## src/rtl/core/euler_to_quaternion_macros.svh

```systemverilog
// Assertion macros shared by the euler_to_quaternion RTL.
`ifndef EULER_TO_QUATERNION_MACROS_SVH
`define EULER_TO_QUATERNION_MACROS_SVH

// Assert that a property holds at every rising clock edge outside reset.
`define E2Q_ASSERT(label, prop, msg) \
  label: assert property (@(posedge clk_i) disable iff (!rst_ni) (prop)) else $error(msg);

// Assert that a signal never carries unknown bits outside reset.
`define E2Q_ASSERT_KNOWN(label, sig, msg) \
  label: assert property (@(posedge clk_i) disable iff (!rst_ni) !$isunknown(sig)) \
    else $error(msg);

`endif

```

## src/rtl/core/e2q_sqrt_cell.sv

```systemverilog
// One step of the digit-by-digit square root, two radicand bits per cell.
module e2q_sqrt_cell #(
  parameter int unsigned Step = 0,
  parameter int unsigned RadW = 64,
  parameter int unsigned PartW = 36,
  parameter int unsigned NPart = 4
) (
  input  logic                    clk_i,
  input  logic                    en_i,
  input  logic [RadW-1:0]         rem_i,
  input  logic [RadW-1:0]         root_i,
  input  logic signed [PartW-1:0] part_i [NPart],
  output logic [RadW-1:0]         rem_o,
  output logic [RadW-1:0]         root_o,
  output logic signed [PartW-1:0] part_o [NPart]
);

  localparam int unsigned BitPos = RadW - 2 - 2 * Step;

  logic [RadW-1:0] bit_w;
  logic [RadW-1:0] trial;
  logic [RadW-1:0] rem_d, root_d, rem_q, root_q;
  logic signed [PartW-1:0] part_q [NPart];

  // Compare the remainder with root plus the current bit.
  always_comb begin
    bit_w = '0;
    bit_w[BitPos] = 1'b1;
    trial = root_i + bit_w;
    if (rem_i >= trial) begin
      rem_d  = rem_i - trial;
      root_d = (root_i >> 1) + bit_w;
    end else begin
      rem_d  = rem_i;
      root_d = root_i >> 1;
    end
  end

  // Pass the result and the quaternion parts on to the next cell.
  always_ff @(posedge clk_i) begin
    if (en_i) begin
      rem_q  <= rem_d;
      root_q <= root_d;
      part_q <= part_i;
    end
  end

  assign rem_o  = rem_q;
  assign root_o = root_q;
  assign part_o = part_q;

endmodule

```

## config.mk

```make
export PLATFORM = sky130hd
export DESIGN_NAME = e2q_sqrt_cell
export DESIGN_NICKNAME = d
export VERILOG_FILES = /design/src/rtl/core/euler_to_quaternion_macros.svh /design/src/rtl/core/e2q_sqrt_cell.sv
export SDC_FILE = /design/constraint.sdc
export NUM_CORES = 1
export LEC_CHECK = 0
export BUFFER_PORTS_ARGS = -buffer_cell sky130_fd_sc_hd__buf_2
export CORE_AREA = 2 2 212 214
export DETAILED_ROUTE_END_ITERATION = 8
export DIE_AREA = 0 0 214 216
export GPL_TIMING_DRIVEN = 0
export PLACE_DENSITY = 0.63
export SYNTH_ARGS = -nofsm -noshare
export SYNTH_HDL_FRONTEND = slang
export SYNTH_SLANG_ARGS = --single-unit
```

## constraint.sdc

```tcl
create_clock -name clk_i -period 6.2 [get_ports clk_i]
set_input_delay 0.31 -clock clk_i [delete_from_list [all_inputs] [get_ports clk_i]]
set_output_delay 0.31 -clock clk_i [all_outputs]
set_load 0.01 [all_outputs]
```

# Yosys cells after proc, flatten, opt, wreduce, memory -nomap -nowiden
# Index checks and enable logic that the tools add are counted.
word_totals:
  output_inout_bits: 272
  elab_cells: 13
  register_bits: 272
  inputBits: 274
op_classes:
  add_sub_neg: 3
  n_mux: 2
  n_lt_le_gt_ge: 1
op_table:
  columns: ["op", "count"]
  rows:
  - ["$add A63 B63 Y64 const B", 1]
  - ["$add A64 B63 Y64 const B", 1]
  - ["$ge A64 B64 Y1", 1]
  - ["$mux W64", 1]
  - ["$sub A64 B64 Y64", 1]
  - ["$mux W63", 1]

# Logic depth before layout (Yosys ltp)
depth:
  depth_word: 3
  depth_mapped: 14
  depth_no_buf: 13

# Worst setup path before layout
# OpenSTA, ideal clock, no wires.
synth_path:
  kind: "input-to-reg"
  start: "input port root_i[16]"
  end: "register rem_q[60], in the netlist rem_o[60] (data pin)"
  n_path_buf: 0
  path_slack_ps: 3030
  required_time_ps: 5943
  stages: 12
  setup_time_ps: 257
  t_arrival_ps: 2912
  path_cell_list: "inv_1 -> ha_1 -> and2_1 -> nand3_1 -> or3_1 -> a41o_1 -> nor3_2 -> o21ai_1 -> o41ai_4 -> or4b_1 -> a21oi_1 -> nor3_1"
synth_via:
  elab_chain_len: 3
  word_cells_on_any_way: 4
  cone_classes: "2 x add/sub; 1 x order compare; 1 x mux"
synth_lines:
  columns: ["element", "line_no", "text"]
  rows:
  - ["start, declared", "e2q_sqrt_cell.sv:11", "input logic [RadW-1:0] root_i,"]
  - ["$add A64 B63 Y64 (*)", "e2q_sqrt_cell.sv:29", "trial = root_i + bit_w;"]
  - ["$sub A64 B64 Y64 / $ge A64 B64 Y1 (equally long branches)", "e2q_sqrt_cell.sv:31, e2q_sqrt_cell.sv:30", null]
  - ["$mux W64 (*)", "e2q_sqrt_cell.sv:30", "if (rem_i >= trial) begin"]
  - ["net rem_d[60]", "e2q_sqrt_cell.sv:22", "logic [RadW-1:0] rem_d, root_d, rem_q, root_q;"]
  - ["end signal, assigned", "e2q_sqrt_cell.sv:42", "rem_q <= rem_d;"]
  - ["end, declared", "e2q_sqrt_cell.sv:22", null]
# Mark *: on every way through the listed nets, which the timed path passes. The rest lies on a longest branch.
# A chain may end at the register's enable or synchronous reset.

# Worst setup path in the final report
layout_path:
  start: "input port root_i[3]"
  end: "register rem_q[60], in the netlist rem_o[60] (data pin)"
# The elaborated chain is that of the path after synthesis.

==> results.md <==
* Outcome: finished, final reports clean
* Top-area cell type share of the netlist area at 63.2%
* Worst Path Required at 6.58 ns
* Ys async rst share at 0%
* Fillers at 3957
* Setup WS pre-CTS at 1.75 ns
* Setup slack after layout at 1.74 ns
* Ys flop type: edfxtp_1
* Worst setup startpoint: root_i[3]
* Mean Syn Cell Area at 12.6 µm²
* Fin nets at 2154
* Count of cell types in the netlist at 58
* Crit path max fanout at 6
* Initial drt markers at 591
* Tot Pwr at 5.23 mW
* Net Count, Synth at 1368
* DRT Pass-1 Iters at 5
* Post-synth top area cell: edfxtp_1
* Worst Setup End Kind: register
* Cell Rows at 77
* Drc violations at 0
* DP Cell Count at 2168
* Post-CTS sizing at 0
* Largest cells by area after synthesis: edfxtp_1 63%, ha_1 6.2%, a21oi_1 4.3%
* HP Class: in2reg
* Worst VDD drop at 0.208 mV
* Hold depth at 2
* Vias per inst at 4.67
* Power density over cell area at 268 mW/mm²
* Fin. Hold Viols at 0
* Finished Layout Cells at 2439
* Ports at 546
* CP Launch Type: primary input
* CP Class: in2reg
* Largest net degree at the start of global routing at 128
* Slew headroom at 47.1%
* Drt total wl at 46100 µm
* Final Wtd Congestion at 0.875
* Core region area at 0.0438 mm²
* Area after DPL at 0.0165 mm²
* Post-synth EDFFs at 272
* Pin slew with the least headroom to its limit at 0.784 ns
* Vias in the first global route at 11.6k
* CTS Buf Count at 31
* Total of max-cap violations at 0
* DRT antenna net count at 0
* CTS tree: built
* Clock Path Buffers at 3
* First-pass GRT wire length at 68900 µm
* Layout cells sized above 1 at 33.9%
* Sequential share of the synthesized area at 63.2%
* Average wire per standard cell at 18.9 µm
* H-tree Lvls at 1
* RSZ-0062 raised after global routing: false
* Initial antenna violation count at 11
* Yosys warns at 0
* Dpl hpwl at 34000 µm
* Final Max Slew Viols at 0
* Final Cycle Share at 71.9%
* Design Area, Final at 0.0195 mm²
* Most common cell after layout, fill and taps aside: buf_2
* Starting Density at 29.5%
* Clock transition at path regs at 0.06 ns
* Global route overflow at 0
* Hold_ws at 0.0555 ns
* Synthesized area at 0.0129 mm²
* Die Span X at 214 µm
* Synth Instances at 1029
* Arr. time, crit path at 4.84 ns
* Die area at 0.0462 mm²
* Via count at 11.4k
* Post-Route Setup TNS at 0 ns
* Most frequent cells in the layout: 555 x buf_2, 272 x edfxtp_1, 206 x dlygate4sd3_1, 111 x a21oi_1, 82 x nor2_1
* Synthesized flop and latch total at 272
* Finished Core Util at 44.6%
* Clock Tree Root: clkbuf_16
* Final Setup Violations at 0
* Synthesis-to-finish area growth at 51.1%
* Chip Height at 216 µm
* Leakage at 8.63 nW
* Fmax at 0.224 GHz
* GRT Overall Usage at 19.2%
* Tmin final at 4.46 ns
* TritonCTS Sinks at 272
* Hold path startpoint: rem_i[3]
* PortBufs at 545
final timing paths:
path,endpoint,slack [ns]
max,rem_o[60],1.74
min,rem_o[3],0.06
final cells by class:
cell class / instances / area, µm² / area share (%)
plain buffers: 37 / 154 / 0.787
clock buffers: 35 / 791 / 4.05
inverters: 78 / 293 / 1.50
well taps: 592 / 741 / 3.79
flip-flops and latches: 272 / 8170 / 41.8
repair buffers: 753 / 4850 / 24.8
multi-input cells: 642 / 4320 / 22.1
clock inverters: 21 / 204 / 1.04
diodes: 9 / 22.5 / 0.115
worst max-delay path, stage by stage:
cell           delay (ns)
dlygate4sd3_1        0.55
buf_2                0.12
inv_1                0.04
ha_1                 0.36
o211ai_1             0.20
a21oi_1              0.09
o41ai_1              0.72
nand4bb_1            0.27
a31oi_1              0.39
o21ai_1              0.24
a21oi_1              0.63
o21ai_0              0.37
and4_1               0.30
nor3_1               0.23
what timing repair did:
action,4_1_cts,5_1_grt
buffers inserted,0,0
endpoints found under the setup margin,0,0
hold buffers,206,0
endpoints found under the hold margin,206,0
logic make-up (layout without fill, tap and decap cells):
kind of cell,after synthesis,count (layout),synth area share (%)
other cells,0,9,0
compound gates,272,272,13.2
xor+xnor,56,56,3.79
mux,15,15,1.30
buf+inv,115,924,3.45
simple gates,234,234,8.77
flops,272,272,63.2
fa+ha+maj,65,65,6.35
state kept, by name (all words and copies together) (netlist names):
signal  flops
part_o    144
rem_o      64
root_o     64
report_power, final:
group / total, mW / switching (mW) / internal, mW
sequential: 2.28 / 0.0455 / 2.24
clock: 1.81 / 0.765 / 1.04
combinational: 1.14 / 0.647 / 0.492
total: 5.23 / 1.46 / 3.77
synth_stat cells (all sizes together), types with 4 or more instances:
cell / n
a21boi: 5
o211ai: 7
nand2: 52
xnor2: 36
ha: 64
and2: 10
nor2b: 10
o21a: 7
or3: 4
a21o: 49
o21ai: 43
nor3: 12
mux2: 14
nand4: 18
inv: 78
clkbuf: 26
a31oi: 7
a21oi: 111
or2: 4
nand3: 14
edfxtp: 272
xor2: 20
buf: 11
a41oi: 5
o21bai: 11
a211oi: 4
o31a: 5
nor2: 82
and3: 13
layer usage:
metal / GRT usage, % / share of wire, %
met3: 5.09 / 7.5
met1: 21.9 / 38
met5: 0 / 0.050
met2: 34.3 / 50
met4: 7.79 / 3.8
No activity file was read; power rests on OpenSTA's default activity.
