## config.mk

```make
export PLATFORM = sky130hd
export DESIGN_NAME = e2q_div_cell
export DESIGN_NICKNAME = d
export VERILOG_FILES = /design/src/rtl/core/euler_to_quaternion_macros.svh /design/src/rtl/core/e2q_div_cell.sv
export SDC_FILE = /design/constraint.sdc
export NUM_CORES = 1
export LEC_CHECK = 0
export BUFFER_PORTS_ARGS = -buffer_cell sky130_fd_sc_hd__buf_2
export CAP_MARGIN = 0
export CORE_AREA = 2 2 431 433
export DETAILED_ROUTE_END_ITERATION = 8
export DIE_AREA = 0 0 433 435
export GPL_TIMING_DRIVEN = 0
export PLACE_DENSITY = 0.42
export SYNTH_ARGS = -nofsm -noshare
export SYNTH_HDL_FRONTEND = slang
export SYNTH_SLANG_ARGS = --single-unit
export TNS_END_PERCENT = 1
```

## constraint.sdc

```tcl
create_clock -name clk_i -period 4.19 [get_ports clk_i]
set_clock_uncertainty 0.2 [all_clocks]
set_input_delay 0.419 -clock clk_i [delete_from_list [all_inputs] [get_ports clk_i]]
set_output_delay 0.419 -clock clk_i [all_outputs]
set_load 0.005 [all_outputs]
```

## src/rtl/core/euler_to_quaternion_macros.svh

```systemverilog
// Assertion macros shared by the euler_to_quaternion RTL.
`ifndef EULER_TO_QUATERNION_MACROS_SVH
`define EULER_TO_QUATERNION_MACROS_SVH

// Assert that a property holds at every rising clock edge outside reset.
`define E2Q_ASSERT(label, prop, msg) \
  label: assert property (@(posedge clk_i) disable iff (!rst_ni) (prop)) else $error(msg);

// Assert that a signal never carries unknown bits outside reset.
`define E2Q_ASSERT_KNOWN(label, sig, msg) \
  label: assert property (@(posedge clk_i) disable iff (!rst_ni) !$isunknown(sig)) \
    else $error(msg);

`endif

```

## src/rtl/core/e2q_div_cell.sv

```systemverilog
// One step of the restoring divider, applied to four magnitudes at once.
module e2q_div_cell #(
  parameter int unsigned NumW = 48,
  parameter int unsigned DenW = 32
) (
  input  logic            clk_i,
  input  logic            en_i,
  input  logic [DenW-1:0] den_i,
  input  logic [NumW-1:0] num_i [4],
  input  logic [DenW:0]   rem_i [4],
  input  logic [NumW-1:0] quo_i [4],
  input  logic [3:0]      neg_i,
  output logic [DenW-1:0] den_o,
  output logic [NumW-1:0] num_o [4],
  output logic [DenW:0]   rem_o [4],
  output logic [NumW-1:0] quo_o [4],
  output logic [3:0]      neg_o
);

  logic [NumW-1:0] num_d [4];
  logic [DenW:0]   rem_d [4];
  logic [NumW-1:0] quo_d [4];
  logic [DenW+1:0] sh;

  // Shift in the next numerator bit and try a subtraction.
  always_comb begin
    sh = '0;
    for (int k = 0; k < 4; k++) begin
      sh = {rem_i[k], num_i[k][NumW-1]};
      num_d[k] = num_i[k] << 1;
      if (sh >= {2'b00, den_i}) begin
        rem_d[k] = (DenW+1)'(sh - {2'b00, den_i});
        quo_d[k] = {quo_i[k][NumW-2:0], 1'b1};
      end else begin
        rem_d[k] = (DenW+1)'(sh);
        quo_d[k] = {quo_i[k][NumW-2:0], 1'b0};
      end
    end
  end

  // Register the step result for the next cell.
  always_ff @(posedge clk_i) begin
    if (en_i) begin
      den_o <= den_i;
      num_o <= num_d;
      rem_o <= rem_d;
      quo_o <= quo_d;
      neg_o <= neg_i;
    end
  end

endmodule

```

Word-level counts from Yosys, hierarchy flattened
Cells that the tools add are included.
{"block": "op_classes", "bitwise": 0, "div_mod_pow": 0, "muxes": 8, "shifts": 0, "magnitude_cmp": 4, "add_sub_neg": 4, "multipliers": 0, "eq_ne": 0, "n_reduce_logical": 0}
{"operator": "greater-or-equal comparator 34 x 32 -> 1 bit", "n": 4}
{"operator": "two-way mux 33 bit", "n": 4}
{"operator": "subtractor 33 x 32 -> 33 bit", "n": 4}
{"operator": "two-way mux 1 bit", "n": 4}
{"block": "word_totals", "latch_bits": 0, "ram_bits": 0, "inputBits": 554, "mem_count": 0, "romBits": 0, "regBits": 548}

Depth between registers and ports, before layout
{"block": "logic_depth", "word_depth": 2, "depth_mapped": 15}

Least setup slack after synthesis
Ideal clock, no wire load.
{"block": "synth_timing", "path_kind": "input-to-reg", "from": "in num_i[143] (netlist name)", "to": "reg rem_o[92] (netlist name), data pin", "n_path_buf": 1, "slack_ns": 0.707, "setup_time_ns": 0.260, "t_required_ns": 3.730, "cell_stages": 14, "arrival_time_ns": 3.023, "cell_sequence": "inv_1 > ha_1 > inv_1 > fa_1 > a21o_1 > nand4_1 > a21oi_2 > o21ai_2 > a31oi_2 > a311oi_4 > o21bai_2 > a21oi_4 > buf_8 > mux2_4"}
{"item": "start: declaration", "line_no": "e2q_div_cell.sv:9", "text": "input logic [NumW-1:0] num_i [4],"}
{"item": "end signal: assignment", "line_no": "e2q_div_cell.sv:46", "text": "rem_o <= rem_d;"}
{"item": "end: declaration", "line_no": "e2q_div_cell.sv:15", "text": "output logic [DenW:0] rem_o [4],"}

==> results list <==
- Num Clock Sinks: 548
- The clock tree synthesis step divided the H-tree into 3 levels.
* Number of global-route vias before repair: between 20000 and 25000
- Switching power of the nets: around 4.7 mW
* Metal-1 WL: roughly 42000 um
* Hold Path Cell Cnt: 3
- Final setup violation count: 0
- The tree is rooted in a sky130_fd_sc_hd__clkbuf_16.
* Antenna violations before repair: 47
- The die is between 400 and 500 um tall.
- Dividing the detail-routed wire length by the instance count gives around 23 um.
- In this run the core area contains 158 standard-cell rows.
* Number of enable-type register cells in the synthesized netlist: around 550
- Power spread over the standard cell area amounts to 392.9 nW/um^2.
* Static leakage: 17.24 nW
- Share of total power in the clock network: a little under two fifths
* Data required time of the critical path: 4400 ps
- Initial standard-cell utilization of the core: between 10% and 20%
- TritonCTS clock tree: done
* Die Wd: about 430 um
- The startpoint identified for the worst hold timing path is rem_i[33].
- The total overflow left after global routing is 0.
* Setup CP Type: in2reg
- After clock tree synthesis, the clock-pin slew on the worst setup and hold paths is 70 ps.
- Failing checks: antenna rules
- Clock Path Buffers: 3
- The wire-length estimate of the detail-placed layout is 110700 um.
* # placed instances: between 5000 and 6000
* Synth Instances: 1789
- Post-synthesis cell area: roughly 25000 um^2
- Number of DRC markers after the initial detailed-route iteration: 845
- The Yosys step of the flow raised 0 warnings.
- Layout cell share with drive strength beyond 1: a little under two fifths
- Detail Route met2 WL: roughly 80000 um
* Global placement routability congestion: between 0.8 and 0.9
- In this run the tightest slew margin relative to its limit is about 17%.
* Total number of vias: 22182
* Final Routed Wirelength: about 140000 um
* Final slew viol count: 0
- Averaged over all synthesized cells, the footprint is between 10 and 15 um^2.
* Post-Place Cell Area: approximately 34000 um^2
* Final non-filler cell total: ~6000
- Async SR Flop Fraction: 0%
* Flop and latch count out of synthesis: between 500 and 600
* Total number of nets in the final design: approximately 4200
- The worst setup path is captured at a flip-flop.
- IR analysis of the VDD net gives a maximum drop of roughly 0.00025 V.
* Router iterations before antenna repair: 6
- Setup repair after global routing could not meet its margin everywhere.
- Cts bufs inserted: approximately 70
- In this run the top signal layer used is met5.
- Cell internal power was estimated by the tool at between 10 and 15 mW.
* DRC violation count after routing: 0
* Boundary pin count: roughly 1100
* Crit. Startpoint: den_i[1]
- Global routing used 14.01% of the available tracks.
- In this run switching power makes up 28.67% of total power.
- Wire length of the first global-routing pass: 181500 um
* Number of nets still failing antenna checks after routing: 1
- Along the worst path, the maximum fanout reaches 10.
- With fillers left out, the area of the finished cells amounts to 41800 um^2.
- Kind of start point of the critical path: primary input
* Core footprint: between 150000 and 200000 um^2
* Number of port buffers: 1097
- The share of total power dissipated in combinational logic is 21.1%.
* Max capacitance violation total: 0
* Accumulated negative setup slack: 0 ps
- For hold timing, the worst endpoint is rem_o[34]$_DFFE_PP_.
- The smallest clock period supported by the final layout is computed as about 4100 ps.
- In the detailed route, the total length drawn on met3 is ~6100 um.
* Path category of the worst min-delay check: in2reg
* Crit share post-route: between 90% and 100%
* Status: complete, but fails checks
- Netlist cell types: 84
- Number of post-CTS setup repair buffers: 0
- Entering global routing, the biggest net connects 123 pins.
- Filler cells: roughly 20000
- Part of the total power dissipated in sequential elements: between 40% and 50%
- Critical path data arrival time: about 4300 ps
- For the pin with the worst max-slew slack, the measured transition is roughly 1200 ps.
* Die area: between 150000 and 200000 um^2
- Relative to the synthesized area, the layout overhead comes to 65.45%.
- Dividing the detail-routed via count by the number of cells gives between 3 and 4.
- Most frequently used flop master after synthesis: sky130_fd_sc_hd__edfxtp_1
- The number of endpoints with negative hold slack in the final report was 0.
- Sequential fraction of the synthesis area: between 60 and 70%
* Achievable clock frequency: 242.7 MHz
- Power Total: about 16 mW
## kinds of logic (layout without fill, tap and decap cells)
group                    Yosys count  in the layout  share of synthesized area, %
other                              1             28                       0.01484
AO/OA/AOI/OAI                    438            438                         11.47
buffers and inverters            125           1895                         2.229
flip-flops                       548            548                         65.13
AND/OR/NAND/NOR                  359            359                         6.884
XOR/XNOR                         104            104                         3.605
adder cells (fa/ha/maj)          132            132                         6.656
multiplexers                      82             82                         4.007
## synthesized netlist by cell type (5+ instances only)
| cell type | number | area, um^2 |
|---|---|---|
| sky130_fd_sc_hd__nor3_1 | 19 | 95.09 |
| sky130_fd_sc_hd__o21ai_0 | 70 | 350.3 |
| sky130_fd_sc_hd__o211ai_1 | 14 | 105.1 |
| sky130_fd_sc_hd__nand2b_1 | 17 | 106.4 |
| sky130_fd_sc_hd__ha_1 | 128 | 1602 |
| sky130_fd_sc_hd__nor2b_1 | 20 | 125.1 |
| sky130_fd_sc_hd__o21a_1 | 8 | 60.06 |
| sky130_fd_sc_hd__mux2i_1 | 7 | 70.07 |
| sky130_fd_sc_hd__mux2_4 | 26 | 390.4 |
| sky130_fd_sc_hd__o31ai_1 | 10 | 75.07 |
| sky130_fd_sc_hd__inv_1 | 70 | 262.8 |
| sky130_fd_sc_hd__clkbuf_1 | 32 | 120.1 |
| sky130_fd_sc_hd__xnor2_1 | 69 | 604.3 |
| sky130_fd_sc_hd__a211oi_1 | 13 | 97.59 |
| sky130_fd_sc_hd__or2_2 | 5 | 31.28 |
| sky130_fd_sc_hd__and3_1 | 10 | 62.56 |
| sky130_fd_sc_hd__o21bai_1 | 23 | 172.7 |
| sky130_fd_sc_hd__nand2_1 | 105 | 394.1 |
| sky130_fd_sc_hd__xor2_1 | 35 | 306.5 |
| sky130_fd_sc_hd__buf_4 | 10 | 75.07 |
| sky130_fd_sc_hd__mux2_2 | 49 | 551.8 |
| sky130_fd_sc_hd__a31oi_1 | 13 | 81.33 |
| sky130_fd_sc_hd__and2_1 | 9 | 56.30 |
| sky130_fd_sc_hd__a21o_1 | 70 | 525.5 |
| sky130_fd_sc_hd__buf_2 | 9 | 45.04 |
| sky130_fd_sc_hd__nor2_1 | 91 | 341.6 |
| sky130_fd_sc_hd__nand3_1 | 31 | 155.2 |
| sky130_fd_sc_hd__nand4_1 | 25 | 156.4 |
| sky130_fd_sc_hd__a21oi_1 | 144 | 720.7 |
| sky130_fd_sc_hd__edfxtp_1 | 548 | 16460 |
## power groups by stage
stage	registers (mW)	logic [mW]	clock network, mW
global placement	7.10	3.06	0
CTS	6.89	3.54	6.35
finish	6.89	3.46	6.07
detailed placement	6.99	3.06	0
global route	6.94	3.75	6.49
floorplan	7.03	1.25	0
## state kept, by name (all words and copies together), names as in the netlist
register  count
quo_o       192
neg_o         4
rem_o       132
num_o       188
den_o        32
## worst max-delay path by stage
stage / to / slack (ps) / cells past startpoint
floorplan: rem_o[92]$_DFFE_PP_ / 710 / 14
global placement: rem_o[86]$_DFFE_PP_ / -7130 / 1
detailed placement: rem_o[124]$_DFFE_PP_ / -1380 / 13
CTS: rem_o[58]$_DFFE_PP_ / -120 / 11
global route: rem_o[30]$_DFFE_PP_ / -140 / 13
finish: rem_o[50]$_DFFE_PP_ / 70 / 14
## worst max-delay path, stage by stage
cell	delay, ps
sky130_fd_sc_hd__buf_2	100
sky130_fd_sc_hd__inv_1	250
sky130_fd_sc_hd__fa_1	540
sky130_fd_sc_hd__a21o_1	230
sky130_fd_sc_hd__a311oi_1	380
sky130_fd_sc_hd__o211ai_1	370
sky130_fd_sc_hd__a21oi_2	330
sky130_fd_sc_hd__o311ai_1	180
sky130_fd_sc_hd__a32oi_1	290
sky130_fd_sc_hd__o21ba_2	280
sky130_fd_sc_hd__buf_4	290
sky130_fd_sc_hd__buf_4	250
sky130_fd_sc_hd__nand2_1	90
sky130_fd_sc_hd__o21ai_1	310
## layout by cell type (no fill, tap or decap), drive strengths merged, types with 5 or more instances in the layout
master / instances
clkbuf: 119
nand3: 31
a211oi: 13
a21o: 70
nor2: 91
a21boi: 6
xnor2: 69
clkinv: 27
nor3: 19
a21oi: 148
and2: 9
nand4: 25
nand2: 105
o21bai: 24
mux2: 75
o21a: 9
or2: 5
diode: 24
a311oi: 6
buf: 1123
edfxtp: 548
a31oi: 15
dlygate4sd3: 545
nor2b: 20
ha: 128
o211ai: 14
mux2i: 7
o21ai: 77
xor2: 35
and3: 10
nand2b: 18
inv: 74
o31ai: 10
## final cells by class
class                   count  area [um^2]  share of cell area (%)
multi-input cells        1119         8282                   19.81
diodes                     24        60.06                  0.1437
clock buffers              85         1851                   4.427
inverters                  70        262.8                  0.6286
flip-flops and latches    548        16460                   39.37
repair buffers           1647        11090                   26.54
clock inverters            38        386.6                  0.9249
well taps                2480         3103                   7.423
plain buffers              55        306.5                  0.7334
## stage by stage
step | utilization, % | hold slack (ps) | worst slack, ps
2_1_floorplan | - | 317.9 | 707.0
3_3_place_gp | 18.40 | 396.0 | -7133
3_5_place_dp | 18.48 | 397.4 | -1379
4_1_cts | 22.66 | -181.0 | -117.9
5_1_grt | 22.69 | 33.88 | -136.2
6_report | 22.71 | 56.12 | 69.97
## routing by layer
metal / track usage [%] / up-vias
li1: - / 10315
met1: 11.99 / 10815
met2: 28.86 / 796
met3: 2.469 / 242
met4: 8.910 / 14
met5: 0 / -
## what timing repair did
| item | CTS | global route |
|---|---|---|
| gates cloned | 0 | 0 |
| endpoints found under the setup margin | 40 | 55 |
| hold buffers | 544 | 1 |
| resized for setup | 4 | 9 |
| endpoints found under the hold margin | 578 | 1 |
| pin swaps | 0 | 1 |
Note: power is estimated with default switching activity, not from simulation.
