$ cat config.mk
export PLATFORM = sky130hd
export DESIGN_NAME = e2q_cordic_cell
export DESIGN_NICKNAME = d
export VERILOG_FILES = /design/src/rtl/core/euler_to_quaternion_macros.svh /design/src/rtl/core/e2q_pkg.sv /design/src/rtl/core/e2q_cordic_cell.sv
export SDC_FILE = /design/constraint.sdc
export NUM_CORES = 1
export LEC_CHECK = 0
export ABC_CLOCK_PERIOD_IN_PS = 3700
export BUFFER_PORTS_ARGS = -buffer_cell sky130_fd_sc_hd__buf_4
export CORE_AREA = 2 2 347 349
export DETAILED_ROUTE_END_ITERATION = 6
export DIE_AREA = 0 0 349 351
export HOLD_SLACK_MARGIN = 0.05
export PLACE_DENSITY_LB_ADDON = 0.1
export SYNTH_ARGS = -nofsm -noshare
export SYNTH_HDL_FRONTEND = slang
export SYNTH_SLANG_ARGS = --single-unit
$ cat constraint.sdc
create_clock -name clk_i -period 3.7 [get_ports clk_i]
set_input_delay 0.185 -clock clk_i [delete_from_list [all_inputs] [get_ports clk_i]]
set_output_delay 0.185 -clock clk_i [all_outputs]
set_load 0.01 [all_outputs]
$ cat src/rtl/core/euler_to_quaternion_macros.svh
// Assertion macros shared by the euler_to_quaternion RTL.
`ifndef EULER_TO_QUATERNION_MACROS_SVH
`define EULER_TO_QUATERNION_MACROS_SVH

// Assert that a property holds at every rising clock edge outside reset.
`define E2Q_ASSERT(label, prop, msg) \
  label: assert property (@(posedge clk_i) disable iff (!rst_ni) (prop)) else $error(msg);

// Assert that a signal never carries unknown bits outside reset.
`define E2Q_ASSERT_KNOWN(label, sig, msg) \
  label: assert property (@(posedge clk_i) disable iff (!rst_ni) !$isunknown(sig)) \
    else $error(msg);

`endif

$ cat src/rtl/core/e2q_pkg.sv
// Package with the constants and types shared by the euler_to_quaternion RTL.
package e2q_pkg;

  // Fractional bits of the internal datapath.
  localparam int unsigned CoreFrac = 30;

  // Number of entries in the arctangent table.
  localparam int unsigned AtanEntries = 30;

  // Width of the internal datapath values.
  localparam int unsigned CoreW = 36;

  // CORDIC gain constant on 30 fractional bits.
  localparam logic signed [CoreW-1:0] GainQ30 = 36'sd652032874;

  // Arctangent of 2^-i, one unit is 2*pi/2^32.
  function automatic logic signed [CoreW-1:0] atan_turn(input int unsigned idx);
    logic signed [CoreW-1:0] v;
    v = '0;
    case (idx)
      0: v = 36'sd536870912;
      1: v = 36'sd316933406;
      2: v = 36'sd167458907;
      3: v = 36'sd85004756;
      4: v = 36'sd42667331;
      5: v = 36'sd21354465;
      6: v = 36'sd10679838;
      7: v = 36'sd5340245;
      8: v = 36'sd2670163;
      9: v = 36'sd1335087;
      10: v = 36'sd667544;
      11: v = 36'sd333772;
      12: v = 36'sd166886;
      13: v = 36'sd83443;
      14: v = 36'sd41722;
      15: v = 36'sd20861;
      16: v = 36'sd10430;
      17: v = 36'sd5215;
      18: v = 36'sd2608;
      19: v = 36'sd1304;
      20: v = 36'sd652;
      21: v = 36'sd326;
      22: v = 36'sd163;
      23: v = 36'sd81;
      24: v = 36'sd41;
      25: v = 36'sd20;
      26: v = 36'sd10;
      27: v = 36'sd5;
      28: v = 36'sd3;
      29: v = 36'sd1;
      default: v = '0;
    endcase
    return v;
  endfunction

  // Rotator state for one angle.
  typedef struct packed {
    logic signed [CoreW-1:0] x;
    logic signed [CoreW-1:0] y;
    logic signed [CoreW-1:0] z;
  } rot_t;

endpackage

$ cat src/rtl/core/e2q_cordic_cell.sv
// One CORDIC rotation cell: rotates three angles by one fixed micro-angle.
module e2q_cordic_cell #(
  parameter int unsigned Stage = 0
) (
  input  logic            clk_i,
  input  logic            en_i,
  input  e2q_pkg::rot_t   rot_i [3],
  output e2q_pkg::rot_t   rot_o [3]
);

  e2q_pkg::rot_t rot_d [3];
  e2q_pkg::rot_t rot_q [3];

  // Arithmetic shift is a floor shift on two's complement values.
  always_comb begin
    for (int k = 0; k < 3; k++) begin
      if (!rot_i[k].z[e2q_pkg::CoreW-1]) begin
        rot_d[k].x = rot_i[k].x - (rot_i[k].y >>> Stage);
        rot_d[k].y = rot_i[k].y + (rot_i[k].x >>> Stage);
        rot_d[k].z = rot_i[k].z - (e2q_pkg::atan_turn(Stage) <<< 1);
      end else begin
        rot_d[k].x = rot_i[k].x + (rot_i[k].y >>> Stage);
        rot_d[k].y = rot_i[k].y - (rot_i[k].x >>> Stage);
        rot_d[k].z = rot_i[k].z + (e2q_pkg::atan_turn(Stage) <<< 1);
      end
    end
  end

  // Hand the state to the next cell when the pipeline advances.
  always_ff @(posedge clk_i) begin
    if (en_i) begin
      rot_q <= rot_d;
    end
  end

  assign rot_o = rot_q;

endmodule

### Yosys cells after proc, flatten, opt, wreduce, memory -nomap -nowiden

Cells that the tools add are included.

| word-level totals | value |
|---|---|
| bits in registers | 324 |
| bits in latches | 0 |
| memory bits (writable) | 0 |
| bits in read-only memories | 0 |
| input port bits | 326 |
| output and inout bits | 324 |
| logic and storage cells | 27 |
| memories kept | 0 |

| cells by class | value |
|---|---|
| add/sub/neg operators | 15 |
| $mul | 0 |
| div/mod/pow operators | 0 |
| $lt $le $gt $ge | 0 |
| equality and inequality tests | 0 |
| shift operators | 0 |
| mux-type cells | 3 |
| bitwise operators | 0 |
| reduce and logical (&&, ||, !) cells | 0 |

Operators with widths:

| cell | number |
|---|---|
| 108-bit 2-to-1 mux | 3 |
| 36-bit subtractor | 6 |
| 36-bit by 32-bit adder with 36-bit output, second input constant | 3 |
| 36-bit adder | 3 |
| 36-bit by 32-bit subtractor with 36-bit output, second input constant | 3 |

### Logic depth before layout (Yosys ltp)

| depth | value |
|---|---|
| depth in word-level cells | 2 |
| depth in mapped cells | 13 |
| depth with buffers taken out | 13 |

### Worst setup path before layout

Ideal clock, no wire load.

| timing | value |
|---|---|
| path type | input port to flip-flop |
| start point | in rot_i[36] in the netlist's numbering |
| end point | reg rot_q, in the netlist rot_o[70], data pin |
| library setup time | 0.135 ns |
| arrival | 2.866 ns |
| required time | 3.565 ns |
| path slack | 0.698 ns |
| cell stages on the path | 12 |
| cell sequence | ha_1 fa_1 nor2b_1 o21a_1 o31ai_1 a2111o_1 a21oi_1 o21a_1 a31oi_1 o31ai_1 or4_1 nand3_1 |

RTL lines:

| what | RTL line | RTL |
|---|---|---|
| from (decl) | e2q_cordic_cell.sv:7 | `input e2q_pkg::rot_t rot_i [3],` |
| to (signal assigned) | e2q_cordic_cell.sv:32 | `rot_q <= rot_d;` |
| to (decl) | e2q_cordic_cell.sv:12 | `e2q_pkg::rot_t rot_q [3];` |

==> impl_metrics.prom <==
# TYPE chip_impl_metric gauge
chip_impl_metric{name="worst_slack",unit="ns"} 0.208
chip_impl_metric{name="share_of_cells_above_drive_strength_1",unit="%"} 22.8
chip_impl_metric{name="finish.instance_area",unit="um^2"} 38700
chip_impl_metric{name="grt-ovfl-total",unit=""} 0
chip_impl_metric{name="mapped_cells",unit=""} 3221
chip_impl_metric{name="dieHeight",unit="um"} 351
chip_impl_info{name="rsz_0062_raised_after_global_routing",value="false"} 1
chip_impl_info{name="clock-root-buffer",value="sky130_fd_sc_hd__clkbuf_16"} 1
chip_impl_info{name="worstSetupStartpointType",value="primary input"} 1
chip_impl_metric{name="total_clock_buffers_created_by_cts",unit=""} 47
chip_impl_metric{name="clk_transition_reported_paths",unit="ns"} 0.06
chip_impl_metric{name="final_net_count",unit=""} 4740
chip_impl_metric{name="ys_types",unit=""} 77
chip_impl_info{name="ys_dominant_reg_cell",value="sky130_fd_sc_hd__edfxtp_1"} 1
chip_impl_metric{name="core-area",unit="um^2"} 119000
chip_impl_metric{name="timing.max_slew.rel_slack",unit="%"} 30.1
chip_impl_metric{name="place_congestion",unit=""} 0.903
chip_impl_metric{name="power-per-cell-area",unit="nW/um^2"} 389
chip_impl_metric{name="area_growth_syn_to_layout",unit="%"} 36.6
chip_impl_metric{name="post-place-ws",unit="ns"} -0.0972
chip_impl_info{name="timing.critical_path.max_delay_family",value="compound AO/OA/AOI/OAI gates"} 1
chip_impl_metric{name="required",unit="ns"} 4.05
chip_impl_metric{name="synth-async-reset-ratio",unit="%"} 0
chip_impl_metric{name="cp.depth",unit=""} 15
chip_impl_metric{name="worst_hold_slack",unit="ns"} 0.101
chip_impl_metric{name="synth_sequential_area_ratio",unit="%"} 34.0
chip_impl_metric{name="floorplan.die_area",unit="um^2"} 122000
chip_impl_info{name="crit_path_cell_trace",value="dlygate4sd3_1, buf_4, inv_1, ha_1, fa_1, nand2b_1, a21oi_1, o21bai_1, a211o_1, o221ai_1, a221o_1, a221oi_2, o211ai_1, o21ai_1, xnor2_1"} 1
chip_impl_metric{name="setup_viol",unit=""} 0
chip_impl_metric{name="largest_register_ffs",unit=""} 321
chip_impl_metric{name="crit_fanout",unit=""} 3
chip_impl_info{name="ys_top_cells_by_area",value="sky130_fd_sc_hd__edfxtp_1 (34%), sky130_fd_sc_hd__ha_1 (14%), sky130_fd_sc_hd__a21oi_1 (7.7%), sky130_fd_sc_hd__xnor2_1 (5.9%), sky130_fd_sc_hd__inv_1 (4.3%)"} 1
chip_impl_metric{name="pin_count_of_the_biggest_net_entering_global_routing",unit=""} 82
chip_impl_metric{name="ys_warn_count",unit=""} 0
chip_impl_metric{name="critPathBufInv",unit=""} 3
chip_impl_metric{name="cp_data_arrival_time",unit="ns"} 3.85
chip_impl_metric{name="worst_path_largest_cell_delay",unit="ns"} 0.52
chip_impl_info{name="timing_worst_setup_path_type",value="primary input to flop"} 1
chip_impl_metric{name="grt_pass1_wl",unit="um"} 182000
chip_impl_metric{name="post_route_core_utilization",unit="%"} 32.6
chip_impl_metric{name="power.ir.vdd_worst",unit="mV"} 0.305
chip_impl_metric{name="final_hold_viol_count",unit=""} 0
chip_impl_metric{name="first_global_vias",unit=""} 27491
chip_impl_info{name="critPathCapture",value="rot_o[316]"} 1
chip_impl_metric{name="route.antenna.remaining_nets",unit=""} 0
chip_impl_info{name="critical-path-slowest-cell",value="sky130_fd_sc_hd__dlygate4sd3_1"} 1
chip_impl_metric{name="port_buffer_count",unit=""} 649
chip_impl_info{name="synth_largest_area_cell",value="sky130_fd_sc_hd__edfxtp_1"} 1
chip_impl_metric{name="post-route-period-util",unit="%"} 94.4
chip_impl_metric{name="static-leakage-power",unit="nW"} 17.0
chip_impl_metric{name="synth-seq-cells",unit=""} 321
chip_impl_metric{name="grt_antenna_before_repair",unit=""} 15
chip_impl_metric{name="vias_per_cell",unit=""} 4.84
chip_impl_metric{name="finalCriticalPeriod",unit="ns"} 3.49
chip_impl_metric{name="drc",unit=""} 0
chip_impl_metric{name="report.power.total",unit="mW"} 15.1
chip_impl_metric{name="max_freq",unit="GHz"} 0.286
chip_impl_info{name="timing.critical_path.to_type",value="flop"} 1
chip_impl_metric{name="synth_top_area_share",unit="%"} 34.0
chip_impl_metric{name="drt_iter0_markers",unit=""} 2060
chip_impl_metric{name="final_max_slew_viol_count",unit=""} 0
chip_impl_metric{name="detailedPlacementHpwl",unit="um"} 103000
chip_impl_info{name="worst_hold_path_type",value="primary input to flop"} 1
chip_impl_metric{name="drv_cap",unit=""} 0
chip_impl_metric{name="cts.sink_count",unit=""} 321
chip_impl_metric{name="post_cts_buffers",unit=""} 0
chip_impl_info{name="beginning_of_the_critical_path",value="rot_i[288]"} 1
chip_impl_info{name="run_status",value="finished clean"} 1
chip_impl_metric{name="slew_of_the_pin_with_the_lowest_slew_margin",unit="ns"} 1.05
chip_impl_metric{name="ctsLongestPathBuffers",unit=""} 3
chip_impl_metric{name="grt.total_usage",unit="%"} 19.7
chip_impl_metric{name="start_util",unit="%"} 23.8
chip_impl_metric{name="die_w",unit="um"} 349
chip_impl_metric{name="floorplan.rows",unit=""} 127
chip_impl_metric{name="post_synth.cell_area_avg",unit="um^2"} 8.81
chip_impl_metric{name="synth_enable_flop_cells",unit=""} 321
chip_impl_metric{name="post_synthesis_cell_area",unit="um^2"} 28400
chip_impl_metric{name="placedInstanceArea",unit="um^2"} 36000
chip_impl_metric{name="routed_wire_length_per_instance",unit="um"} 22.3
chip_impl_metric{name="syn-num-nets",unit=""} 3886
chip_impl_metric{name="totalWireLength",unit="um"} 126000
chip_impl_metric{name="top_level_ports",unit=""} 650
chip_impl_metric{name="dr_vias",unit=""} 27410
chip_impl_info{name="tritoncts",value="yes"} 1
chip_impl_metric{name="h-tree-depth",unit=""} 2
chip_impl_metric{name="drt-pass1-iter-count",unit=""} 6
[area by class of cell]
type	instances	area, um^2
inverters	340	1280
clock buffers	56	1230
clock inverters	29	263
well taps	1548	1940
fillers	12598	80300
multi-input cells	2416	16900
flip-flops and latches	321	9640
diodes	10	25.0
repair buffers	949	7460
[worst min path at each step]
stage	endpoint	from	depth (start not counted)
6_report	rot_o[145]	rot_i[181]	3
5_1_grt	rot_o[145]	rot_i[181]	3
4_1_cts	rot_o[145]	rot_i[181]	3
3_5_place_dp	rot_o[135]	rot_i[135]	1
3_3_place_gp	rot_o[127]	rot_i[127]	1
2_1_floorplan	rot_o[0]	rot_i[0]	0
[cells in the final DEF, fill, tap and decap left out, drive strengths merged, types with 28 or more instances in the layout]
cell type / count
o31ai: 32
a21oi: 436
xnor2: 192
edfxtp: 321
nor4: 28
mux2i: 51
a211oi: 30
nand2: 156
inv: 328
nand3: 40
dlygate4sd3: 116
clkinv: 34
nor2: 249
a21o: 79
clkbuf: 56
buf: 833
nand2b: 30
o21bai: 98
nand4: 35
nor3: 67
ha: 327
o21ai: 225
nor2b: 33
[where the power goes]
group | total [mW] | internal (mW) | switching (mW)
Combinational | 5.64 | 2.38 | 3.26
Sequential | 4.92 | 4.71 | 0.209
Clock | 4.50 | 2.64 | 1.86
[Yosys cell counts (9+ instances only)]
cell type,count
sky130_fd_sc_hd__a21oi_1,436
sky130_fd_sc_hd__inv_1,328
sky130_fd_sc_hd__ha_1,327
sky130_fd_sc_hd__edfxtp_1,321
sky130_fd_sc_hd__nor2_1,249
sky130_fd_sc_hd__o21ai_0,221
sky130_fd_sc_hd__xnor2_1,192
sky130_fd_sc_hd__nand2_1,156
sky130_fd_sc_hd__clkbuf_1,100
sky130_fd_sc_hd__o21bai_1,98
sky130_fd_sc_hd__a21o_1,79
sky130_fd_sc_hd__nor3_1,66
sky130_fd_sc_hd__mux2i_1,51
sky130_fd_sc_hd__nand3_1,40
sky130_fd_sc_hd__nand4_1,35
sky130_fd_sc_hd__nor2b_1,33
sky130_fd_sc_hd__o31ai_1,32
sky130_fd_sc_hd__a211oi_1,30
sky130_fd_sc_hd__nand2b_1,30
sky130_fd_sc_hd__buf_1,28
sky130_fd_sc_hd__nor4_1,28
sky130_fd_sc_hd__a31oi_1,25
sky130_fd_sc_hd__o21a_1,24
sky130_fd_sc_hd__xor2_1,22
sky130_fd_sc_hd__o211ai_1,19
sky130_fd_sc_hd__buf_2,13
sky130_fd_sc_hd__clkinv_1,12
sky130_fd_sc_hd__fa_1,12
sky130_fd_sc_hd__a21boi_0,11
sky130_fd_sc_hd__o221ai_1,11
sky130_fd_sc_hd__a221oi_1,10
sky130_fd_sc_hd__and3_1,10
sky130_fd_sc_hd__o31a_1,10
sky130_fd_sc_hd__or3_1,10
sky130_fd_sc_hd__a211o_1,9
sky130_fd_sc_hd__a311oi_1,9
sky130_fd_sc_hd__and2_1,9
[what timing repair did]
action,CTS,global route
gates resized for setup,0,5
endpoints found under the setup margin,0,7
hold endpoints to repair,124,0
hold buffers,116,0
[through the flow]
stage | TNS [ns] | cells
3_3_place_gp | -0.307 | 5458
4_1_cts | 0 | 5659
3_5_place_dp | -0.167 | 5458
5_1_grt | 0 | 5668
2_1_floorplan | 0 | 3221
6_report | 0 | 5669
[routing by layer]
metal / vias to the layer above / global-route usage [%] / wire length [um]
met3: 136 / 4.84 / 8920
li1: 13272 / - / -
met2: 938 / 32.9 / 60100
met4: 8 / 5.94 / 3030
met1: 13056 / 25.1 / 54100
met5: - / 0 / 52
[logic make-up (layout without fill, tap and decap cells)]
| group | after synthesis | in the layout | synth area share (%) |
|---|---|---|---|
| buf+inv | 484 | 1374 | 6.50 |
| mux | 53 | 53 | 1.88 |
| xor+xnor | 214 | 214 | 6.61 |
| other cells | 0 | 10 | 0 |
| flops | 321 | 321 | 34.0 |
| compound gates | 1112 | 1112 | 24.2 |
| simple gates | 698 | 698 | 11.6 |
| fa+ha+maj | 339 | 339 | 15.3 |
No activity file was read; power rests on OpenSTA's default activity.
